==> src/hw/rtl/cdfuv_pkg.sv <==
// Shared constants, types and the arctangent table of the cube face block.
package cdfuv_pkg;

  localparam int COORD_WIDTH  = 32;
  localparam int FRAC_BITS    = 16;
  localparam int ANGLE_FRAC   = 30;
  localparam int CORDIC_STEPS = 30;
  localparam int STEP_W       = $clog2(CORDIC_STEPS);
  localparam int DP_W         = 64;                 // CORDIC x/y datapath
  localparam int ANG_W        = ANGLE_FRAC + 4;     // angle accumulator
  localparam int MAG_W        = COORD_WIDTH;        // |component| fits unsigned
  localparam int NUM_W        = COORD_WIDTH + 1;    // negated minor needs one more bit
  localparam int SCALE_SHIFT  = 60 - COORD_WIDTH;
  localparam int ROUND_SHIFT  = ANGLE_FRAC - FRAC_BITS;
  localparam int OUT_W        = 18;
  localparam int FACE_W       = 3;
  localparam int IN_TDATA_W   = 3 * COORD_WIDTH;
  localparam int OUT_FIELDS_W = FACE_W + 2 * OUT_W;
  localparam int OUT_TDATA_W  = ((OUT_FIELDS_W + 7) / 8) * 8;

  localparam logic signed [ANG_W-1:0] ANG_LIM  = ANG_W'(1) << ANGLE_FRAC;
  localparam logic signed [ANG_W-1:0] ANG_HALF = ANG_W'(1) << (ROUND_SHIFT - 1);

  typedef enum logic [FACE_W-1:0] {
    FACE_NEG_X = 3'd0,
    FACE_POS_X = 3'd1,
    FACE_NEG_Y = 3'd2,
    FACE_POS_Y = 3'd3,
    FACE_NEG_Z = 3'd4,
    FACE_POS_Z = 3'd5
  } face_t;

  typedef struct packed {
    logic signed [DP_W-1:0]  x;
    logic signed [DP_W-1:0]  y;
    logic signed [ANG_W-1:0] z;
  } lane_t;

  typedef struct packed {
    face_t face;
    logic  degen;
  } side_t;

  // round(2^30 * atan(2^-i) * 4/pi)
  function automatic logic signed [ANG_W-1:0] atan_coef(input logic [STEP_W-1:0] step);
    logic signed [ANG_W-1:0] c;
    case (step)
      5'd0:    c = ANG_W'(1073741824);
      5'd1:    c = ANG_W'(633866811);
      5'd2:    c = ANG_W'(334917815);
      5'd3:    c = ANG_W'(170009512);
      5'd4:    c = ANG_W'(85334662);
      5'd5:    c = ANG_W'(42708931);
      5'd6:    c = ANG_W'(21359677);
      5'd7:    c = ANG_W'(10680490);
      5'd8:    c = ANG_W'(5340327);
      5'd9:    c = ANG_W'(2670173);
      5'd10:   c = ANG_W'(1335088);
      5'd11:   c = ANG_W'(667544);
      5'd12:   c = ANG_W'(333772);
      5'd13:   c = ANG_W'(166886);
      5'd14:   c = ANG_W'(83443);
      5'd15:   c = ANG_W'(41722);
      5'd16:   c = ANG_W'(20861);
      5'd17:   c = ANG_W'(10430);
      5'd18:   c = ANG_W'(5215);
      5'd19:   c = ANG_W'(2608);
      5'd20:   c = ANG_W'(1304);
      5'd21:   c = ANG_W'(652);
      5'd22:   c = ANG_W'(326);
      5'd23:   c = ANG_W'(163);
      5'd24:   c = ANG_W'(81);
      5'd25:   c = ANG_W'(41);
      5'd26:   c = ANG_W'(20);
      5'd27:   c = ANG_W'(10);
      5'd28:   c = ANG_W'(5);
      5'd29:   c = ANG_W'(3);
      default: c = '0;
    endcase
    return c;
  endfunction

endpackage

==> src/hw/rtl/cdfuv_round.sv <==
// Back stage: clamp the angles to one octant, round to output precision.
module cdfuv_round (
  input  logic                               clk,
  input  logic                               rst_n,
  input  logic                               en,
  input  logic                               in_valid,
  input  cdfuv_pkg::side_t                   in_side,
  input  logic signed [cdfuv_pkg::ANG_W-1:0] z_u,
  input  logic signed [cdfuv_pkg::ANG_W-1:0] z_v,
  output logic                               valid_r,
  output cdfuv_pkg::side_t                   side_r,
  output logic signed [cdfuv_pkg::OUT_W-1:0] u_r,
  output logic signed [cdfuv_pkg::OUT_W-1:0] v_r
);
  import cdfuv_pkg::*;

  function automatic logic signed [OUT_W-1:0] clamp_round(input logic signed [ANG_W-1:0] z);
    logic signed [ANG_W-1:0] zc, zs;
    if (z > ANG_LIM) begin
      zc = ANG_LIM;
    end else if (z < -ANG_LIM) begin
      zc = -ANG_LIM;
    end else begin
      zc = z;
    end
    zs = (zc + ANG_HALF) >>> ROUND_SHIFT;
    return OUT_W'(zs);
  endfunction

  logic signed [OUT_W-1:0] u_nxt, v_nxt;

  always_comb begin
    // Zero vector: drop the angles, report the origin.
    u_nxt = in_side.degen ? '0 : clamp_round(z_u);
    v_nxt = in_side.degen ? '0 : clamp_round(z_v);
  end

  always_ff @(posedge clk) begin
    if (!rst_n) begin
      valid_r <= 1'b0;
    end else if (en) begin
      valid_r <= in_valid;
    end
  end

  always_ff @(posedge clk) begin
    if (en) begin
      side_r <= in_side;
      u_r    <= u_nxt;
      v_r    <= v_nxt;
    end
  end

endmodule

==> config.mk <==
export PLATFORM = sky130hd
export DESIGN_NAME = cdfuv_round
export DESIGN_NICKNAME = d
export VERILOG_FILES = /design/src/hw/rtl/cdfuv_pkg.sv /design/src/hw/rtl/cdfuv_round.sv
export SDC_FILE = /design/constraint.sdc
export NUM_CORES = 1
export LEC_CHECK = 0
export ABC_AREA = 0
export CAP_MARGIN = 20
export CORE_ASPECT_RATIO = 1.5
export CORE_UTILIZATION = 58
export CTS_CLUSTER_SIZE = 14
export DETAILED_ROUTE_END_ITERATION = 7
export DONT_BUFFER_PORTS = 1
export MAX_ROUTING_LAYER = met4
export PLACE_DENSITY = 0.82
export SLEW_MARGIN = 15
export SYNTH_ARGS = -nofsm -noshare
export SYNTH_HDL_FRONTEND = slang
export SYNTH_SLANG_ARGS = --single-unit
==> constraint.sdc <==
create_clock -name clk -period 3.6 [get_ports clk]
set_input_delay 0 -clock clk [delete_from_list [all_inputs] [get_ports clk]]
set_output_delay 0 -clock clk [all_outputs]
set_load 0.005 [all_outputs]
==> impl_metrics.csv, run 1 <==
group,metric,value,unit
drt,met3_wirelength,475,µm
synth,netlist.area_leader.share,0.503,
critical_path,worst_setup_path_start_kind,"input port",
drt,drt-total-wl,5.70,mm
timing,timing.final.crit_share,0.644,
synth,synth-edff-count,40,
run,cap_viol_max_count,0,
synth,synth_sequential_area_ratio,0.512,
synth,synth_top_cells_by_area,"sky130_fd_sc_hd__edfxtp_1 50%, sky130_fd_sc_hd__xnor2_1 6.2%, sky130_fd_sc_hd__nor2_1 5.7%, sky130_fd_sc_hd__nor4_1 5.2%, sky130_fd_sc_hd__xor2_1 3.3%",
drt,detailroute.wirelength.met2,3.14,mm
synth,ys_dominant_reg_cell,"sky130_fd_sc_hd__edfxtp_1",
timing,finalClockSkew,0,ps
drt,route.top_layer_used,"met4",
synth,synth.top_cells.by_count,"40 x sky130_fd_sc_hd__edfxtp_1, 36 x sky130_fd_sc_hd__nor2_1, 20 x sky130_fd_sc_hd__nor4_1",
critical_path,timing.critical_path.fanout_max,5,
clocking,path_clk_slew,90,ps
timing,timing.final.setup_violations,0,
power,power-per-cell-area,360,nW/µm²
power,power.ir.vdd_worst,0.290,mV
final_layout,layout.nets,346,
final_layout,fillers,297,
run_status,status,"finished clean",
global_routing,overflow,0,
critical_path,slowest_stage,"sky130_fd_sc_hd__or3_4",
final_layout,fin_util,0.731,
synth,synth_cells,230,
clocking,cts-buffers-inserted,5,
drt,routed_wire_length_per_instance,18.2,µm
synth,ys_types,42,
clocking,cts_max_level,2,
place,place.port_buffers,0,
floorplan,start_util,0.603,
timing,tns,0,ps
final_layout,diodes,0,
critical_path,criticalPathCategory,"in2reg",
place,placed_cells_incl_taps,271,
clocking,cts_tree,"yes",
synth,synth.cell_area,2390,µm²
timing,fmax,432,MHz
synth,ys_seq_elements,41,
place,dpl-instance-area,2420,µm²
drt,route.detailed.drc,0,
timing,max_transition_viols_final,0,
drt,route.antenna.remaining_nets,0,
floorplan,io_pins,117,
timing,setup_repair_after_global_routing_missed_its_margin,"no",
floorplan,die_width,54.4,µm
clocking,cts_root_buf,"sky130_fd_sc_hd__clkbuf_8",
clocking,max-clock-path-buffers,2,
drt,post_route_m1_wl,1.91,mm
critical_path,crit_path_capture_type,"flop",
synth,syn_nets,308,
final_layout,layoutNonFillerInstCount,314,
critical_path,path_cells,"nor4b_1 > nand4_1 > or3_4 > and2_2 > nor2b_1 > ha_1 > and4_1 > o2111ai_1 > nor3_1 > xnor2_1 > nor2_1",
global_routing,grt_pass1_wl,8.29,mm
floorplan,floorplan.die_area,4380,µm²
global_routing,initial_antenna_violation_count,0,
floorplan,row_count,28,
global_routing,grt_max_degree,42,
synth,synth_top_cell_by_area,"sky130_fd_sc_hd__edfxtp_1",
timing,finalHoldViolations,0,
synth,syn_area_per_cell,10.4,µm²
final_layout,layout-area-overhead-vs-synth,21.3,%
timing,tightest_slew,708,ps
clocking,worstSkewPairLatency,290,ps
synth,yosysWarningCount,0,
drt,viasPerCell,6.32,
drt,first_pass_iters,4,
drt,dr_total_vias,1984,
timing,min_period,2320,ps
place,gp_routability_congestion,0.853,
clocking,tritoncts_num_sinks,41,
global_routing,groute.usage.overall,0.274,
critical_path,critical_path_arrival,2350,ps
drt,drt_iter0_markers,49,
power,p_leak,0.925,nW
final_layout,finish.instance_area,2890,µm²
floorplan,die_h,80.6,µm
synth,yosys.cell_count.top_type,"sky130_fd_sc_hd__edfxtp_1",
min_path,worst_hold_path_type,"in2reg",
critical_path,cp_data_required_time,3640,ps
critical_path,critical_path.max_stage_delay,430,ps
floorplan,core-area,3960,µm²
synth,synthArstFlopShare,0,
timing,slew_headroom,0.526,
place,detailedPlacementHpwl,4.01,mm
final_layout,layout-drive-gt1-share,0.0632,
global_routing,vias_in_the_first_global_route,2010,
metal layers:
layer | global-route usage | vias up
met3 | 0.108 | 16
met5 | - | -
met1 | 0.229 | 924
met2 | 0.498 | 109
met4 | 0.126 | 0
li1 | - | 935
layout make-up:
| cell class | count | area, µm² | share of cell area |
|---|---|---|---|
| Inverter | 5 | 18.8 | 0.00649 |
| Sequential cell | 41 | 1220 | 0.422 |
| Tap cell | 45 | 56.3 | 0.0195 |
| Timing Repair Buffer | 35 | 360 | 0.125 |
| Multi-Input combinational cell | 180 | 1120 | 0.388 |
| Clock inverter | 3 | 46.3 | 0.0160 |
| Clock buffer | 5 | 68.8 | 0.0238 |
stage by stage:
stage | hold WS (ps) | setup WS (ps) | power [mW]
2_1_floorplan | 98.9 | 1260 | 0.626
3_3_place_gp | 98.9 | 1100 | 0.636
3_5_place_dp | 98.9 | 1020 | 0.638
4_1_cts | 5.59 | 1330 | 1.04
5_1_grt | 4.60 | 1160 | 1.08
6_report | 8.00 | 1280 | 1.04
worst max-delay path: cells and delay by family:
family	cells	cell delay [ps]
fa+ha+maj	1	210
xor+xnor	1	140
compound gates	1	270
simple gates	8	1730
flip-flops by register name, indices dropped and copies added (netlist names):
| register | count |
|---|---|
| valid_r | 1 |
| side_r | 4 |
| v_r | 18 |
| u_r | 18 |
report_power, final:
group,total (mW),internal (mW),switching [mW]
logic,0.0997,0.0544,0.0452
registers,0.573,0.556,0.0165
clock network,0.370,0.208,0.162
kinds of logic (layout without fill, tap and decap cells):
kind of cell,Yosys count,count (layout),synth area share
simple gates,133,133,0.297
compound gates,16,16,0.0535
xor+xnor,26,26,0.0954
mux,3,3,0.0136
flops,41,41,0.512
fa+ha+maj,2,2,0.0105
buf+inv,9,48,0.0178
path summary, 6_finish.rpt:
check	start	to	slack, ps	cells past startpoint
setup / recovery	z_u[0]	u_r[13]	1280	11
hold / removal	z_u[18]	u_r[5]	8	3
hold reg to reg	valid_r	valid_r	1120	3
setup reg to reg	valid_r	valid_r	2420	3
what timing repair did:
item	4_1_cts	5_1_grt
buffers inserted	0	0
gates resized for setup	0	0
hold endpoints to repair	79	0
hold buffers	35	0
cell usage in the layout (no fill, tap or decap), types with 5 or more instances in the layout:
cell | Yosys | final
sky130_fd_sc_hd__nor2b_1 | 6 | 6
sky130_fd_sc_hd__inv_1 | 5 | 5
sky130_fd_sc_hd__nor3_1 | 14 | 14
sky130_fd_sc_hd__clkbuf_8 | 0 | 5
sky130_fd_sc_hd__dlygate4sd3_1 | 0 | 34
sky130_fd_sc_hd__xnor2_1 | 17 | 17
sky130_fd_sc_hd__and3_1 | 5 | 5
sky130_fd_sc_hd__nor4_1 | 20 | 20
sky130_fd_sc_hd__nor2_1 | 36 | 36
sky130_fd_sc_hd__nand2_1 | 13 | 13
sky130_fd_sc_hd__nand3_1 | 13 | 13
sky130_fd_sc_hd__edfxtp_1 | 40 | 40
sky130_fd_sc_hd__xor2_1 | 9 | 9
sky130_fd_sc_hd__nand4_1 | 5 | 5
No activity file was read; power rests on OpenSTA's default activity.
==> run 2, diff against run 1 <==
--- a/config.mk
+++ b/config.mk
@@ -5,7 +5,7 @@
 export SDC_FILE = /design/constraint.sdc
 export NUM_CORES = 1
 export LEC_CHECK = 0
-export ABC_AREA = 0
+export ABC_AREA = 1
 export CAP_MARGIN = 20
 export CORE_ASPECT_RATIO = 1.5
 export CORE_UTILIZATION = 58
==> constraint.sdc (replaced) <==
create_clock -name clk -period 2.2 [get_ports clk]
set_input_delay 0 -clock clk [delete_from_list [all_inputs] [get_ports clk]]
set_output_delay 0 -clock clk [all_outputs]
set_load 0.005 [all_outputs]
==> run 2 against run 1 <==
Against the previous run: sequential power grew 65%; design area rose by 16%; sequential cell count is the same; routed wire length increased by 28%; utilization down 7.7 points; global-route usage increased by 0.74 points; critical path type unchanged; area after synthesis up 29%; non-clock buffer count fell by 22; critical endpoint is now v_r[13]; critical path depth increased by 4.
==> impl_metrics.csv, run 2 <==
group,metric,value,unit
run_status,status,"finished clean",
global_routing,overflow,0,
floorplan,start_util,0.603,
synth,synth_sequential_area_ratio,0.395,
final_layout,diodes,0,
drt,route.antenna.remaining_nets,0,
floorplan,die_width,61.6,µm
global_routing,vias_in_the_first_global_route,2747,
drt,viasPerCell,5.58,
synth,syn_nets,524,
drt,first_pass_iters,5,
min_path,hold_critical_path_endpoint,"u_r[4]",
final_layout,layout-drive-gt1-share,0.101,
synth,synth_top_cell_by_area,"sky130_fd_sc_hd__edfxtp_1",
timing,setup_repair_after_global_routing_missed_its_margin,"no",
timing,timing.final.crit_share,0.828,
critical_path,timing.rr.end,"valid_r",
run,cap_viol_max_count,0,
clocking,worstSkewPairLatency,290,ps
synth,syn_area_per_cell,6.93,µm²
min_path,worst_hold_path_type,"in2reg",
critical_path,critical_path_arrival,1840,ps
power,power-per-cell-area,540,nW/µm²
clocking,cts_tree,"yes",
power,p_leak,1.42,nW
timing,finalHoldViolations,0,
timing,tns,0,ps
synth,synth_top_cells_by_area,"sky130_fd_sc_hd__edfxtp_1 39%, sky130_fd_sc_hd__nor2_1 13%, sky130_fd_sc_hd__nand2_1 9.6%, sky130_fd_sc_hd__inv_1 8.6%, sky130_fd_sc_hd__nand3_1 7.9%",
synth,netlist.area_leader.share,0.389,
floorplan,core-area,5120,µm²
critical_path,criticalPathCategory,"in2reg",
final_layout,fillers,489,
drt,drt-total-wl,7.30,mm
global_routing,groute.usage.overall,0.282,
timing,max_transition_viols_final,0,
power,switching_power,0.466,mW
power,p_seq_frac,0.524,
critical_path,regToRegSetupSlack,1000,ps
floorplan,row_count,32,
critical_path,number_of_cells_on_the_worst_reg_to_reg_path,3,
drt,route.detailed.drc,0,
final_layout,layout_top_registers,"u_r (18), v_r (18), side_r (4)",
global_routing,grt_max_degree,43,
global_routing,grt_pass1_wl,11.6,mm
min_path,timing.hold.worst_path_depth,2,
clocking,cts-buffers-inserted,5,
clocking,tritoncts_num_sinks,41,
global_routing,initial_antenna_violation_count,0,
final_layout,layout.nets,533,
drt,dr_total_vias,2923,
min_path,timing.hold.worst.start,"z_u[17]",
synth,synth-edff-count,40,
final_layout,layoutNonFillerInstCount,524,
floorplan,floorplan.die_area,5630,µm²
clocking,path_clk_slew,90,ps
critical_path,critical_path.reg2reg.startpoint,"valid_r",
place,detailedPlacementHpwl,5.59,mm
place,place.port_buffers,0,
timing,fmax,549,MHz
place,placed_cells_incl_taps,507,
critical_path,cp_data_required_time,2220,ps
synth,ys_dominant_reg_cell,"sky130_fd_sc_hd__edfxtp_1",
timing,min_period,1820,ps
clocking,cts_max_level,2,
drt,routed_wire_length_per_instance,13.9,µm
power,clockPowerShare,0.337,
power,pwr-share-comb,0.138,
synth,ys_types,29,
clocking,cts.hold.buffers_added,9,
power,power.ir.vdd_worst,0.297,mV
synth,synthArstFlopShare,0,
clocking,max-clock-path-buffers,2,
power,report.power.total,1.81,mW
clocking,cts_root_buf,"sky130_fd_sc_hd__clkbuf_8",
synth,yosys.cell_count.top_type,"sky130_fd_sc_hd__nor2_1",
final_layout,layout.cells.most_common,"sky130_fd_sc_hd__nor2_1",
synth,ys_seq_elements,41,
floorplan,die_h,91.4,µm
final_layout,top_library_cells_by_usage_in_the_layout_fill_and_taps_aside,"103 x sky130_fd_sc_hd__nor2_1, 79 x sky130_fd_sc_hd__nand2_1, 71 x sky130_fd_sc_hd__inv_1, 49 x sky130_fd_sc_hd__nand3_1, 40 x sky130_fd_sc_hd__edfxtp_1",
clocking,cts.repair.resized,0,
power,internal-power,1.34,mW
critical_path,worst_setup_path_start_kind,"input port",
final_layout,layout-area-overhead-vs-synth,8.42,%
timing,tightest_slew,823,ps
timing,finalClockSkew,0,ps
power,swShare,0.258,
critical_path,timing.critical_path.fanout_max,13,
synth,synth.cell_area,3090,µm²
timing,timing.final.setup_violations,0,
critical_path,crit_path_capture_type,"flop",
clocking,buffers_inserted_during_post_cts_setup_optimization,0,
timing,slew_headroom,0.451,
drt,drt_iter0_markers,308,
synth,yosysWarningCount,0,
floorplan,io_pins,117,
place,gp_routability_congestion,0.974,
synth,synth.top_cells.by_count,"103 x sky130_fd_sc_hd__nor2_1, 79 x sky130_fd_sc_hd__nand2_1, 71 x sky130_fd_sc_hd__inv_1",
synth,synth_cells,446,
==> run 2: cell count changes in the layout (fill, tap and decap cells not counted), moves of 9 or more <==
cell / previous run / this run
sky130_fd_sc_hd__nand2_1: 13 / 79
sky130_fd_sc_hd__inv_1: 5 / 71
sky130_fd_sc_hd__nor4_1: 20 / 0
sky130_fd_sc_hd__nand3_1: 13 / 49
sky130_fd_sc_hd__o21ai_0: 0 / 17
sky130_fd_sc_hd__dlygate4sd3_1: 34 / 8
sky130_fd_sc_hd__nor3_1: 14 / 4
sky130_fd_sc_hd__xnor2_1: 17 / 0
sky130_fd_sc_hd__a21oi_1: 4 / 24
sky130_fd_sc_hd__nor2_1: 36 / 103
sky130_fd_sc_hd__xor2_1: 9 / 0
==> run 2: how the worst max path moves through the flow <==
stage | start | end | cells after the start
after floorplan | z_u[33] | u_r[17] | 13
after global placement | z_v[15] | v_r[5] | 15
after detailed placement | z_v[15] | v_r[13] | 15
after CTS | z_v[15] | v_r[13] | 15
after global routing | z_v[17] | v_r[13] | 15
final | z_v[17] | v_r[13] | 15
==> run 2: critical path: stages <==
cell	delay [ps]
sky130_fd_sc_hd__inv_1	70
sky130_fd_sc_hd__nand2_1	60
sky130_fd_sc_hd__nor2_1	120
sky130_fd_sc_hd__nand2_1	60
sky130_fd_sc_hd__nor2_1	80
sky130_fd_sc_hd__nand3_1	100
sky130_fd_sc_hd__nand2_2	220
sky130_fd_sc_hd__nand2_1	140
sky130_fd_sc_hd__inv_1	90
sky130_fd_sc_hd__ha_1	180
sky130_fd_sc_hd__nand4_2	180
sky130_fd_sc_hd__nor2_1	190
sky130_fd_sc_hd__inv_1	100
sky130_fd_sc_hd__o21bai_1	150
sky130_fd_sc_hd__a21oi_1	90
==> run 2: power by group through the flow <==
stage / logic [mW] / clock network, mW / registers (mW)
after floorplan: 0.183 / 0 / 0.957
after CTS: 0.249 / 0.617 / 0.950
after detailed placement: 0.213 / 0 / 0.969
final: 0.250 / 0.610 / 0.948
after global routing: 0.282 / 0.646 / 0.956
after global placement: 0.206 / 0 / 0.967
==> run 2: per-stage QoR <==
| stage | util | hold WS, ps | instance area [µm²] | worst slack, ps |
|---|---|---|---|---|
| after floorplan | - | 93.5 | 3090 | 397 |
| after global placement | 0.612 | 98.9 | 3130 | 249 |
| after detailed placement | 0.612 | 98.9 | 3130 | 121 |
| after CTS | 0.654 | 12.0 | 3350 | 405 |
| after global routing | 0.654 | 5.12 | 3350 | 146 |
| final | 0.654 | 14.5 | 3350 | 379 |
==> run 2: layout make-up <==
type / count / area [µm²] / share of cell area
clock inverter: 3 / 46.3 / 0.0138
inverter: 74 / 278 / 0.0829
clock buffer: 5 / 68.8 / 0.0205
sequential: 41 / 1220 / 0.365
tap: 68 / 85.1 / 0.0254
timing repair buffer: 13 / 130 / 0.0388
multi-input combinational: 320 / 1520 / 0.454
==> run 2: kinds of logic after synthesis <==
group	share of synthesized area
AND/OR/NAND/NOR	0.410
flip-flops	0.395
AO/OA/AOI/OAI	0.0737
buffers and inverters	0.113
adder cells (fa/ha/maj)	0.00810
==> run 2: per-layer routing <==
metal  global-route usage  vias to the layer above  share of wire
met5                    -                        -              0
met4                0.111                        0          0.026
met3               0.0698                       21          0.071
met2                0.507                      164           0.55
met1                0.271                     1286           0.35
li1                     -                     1452              -
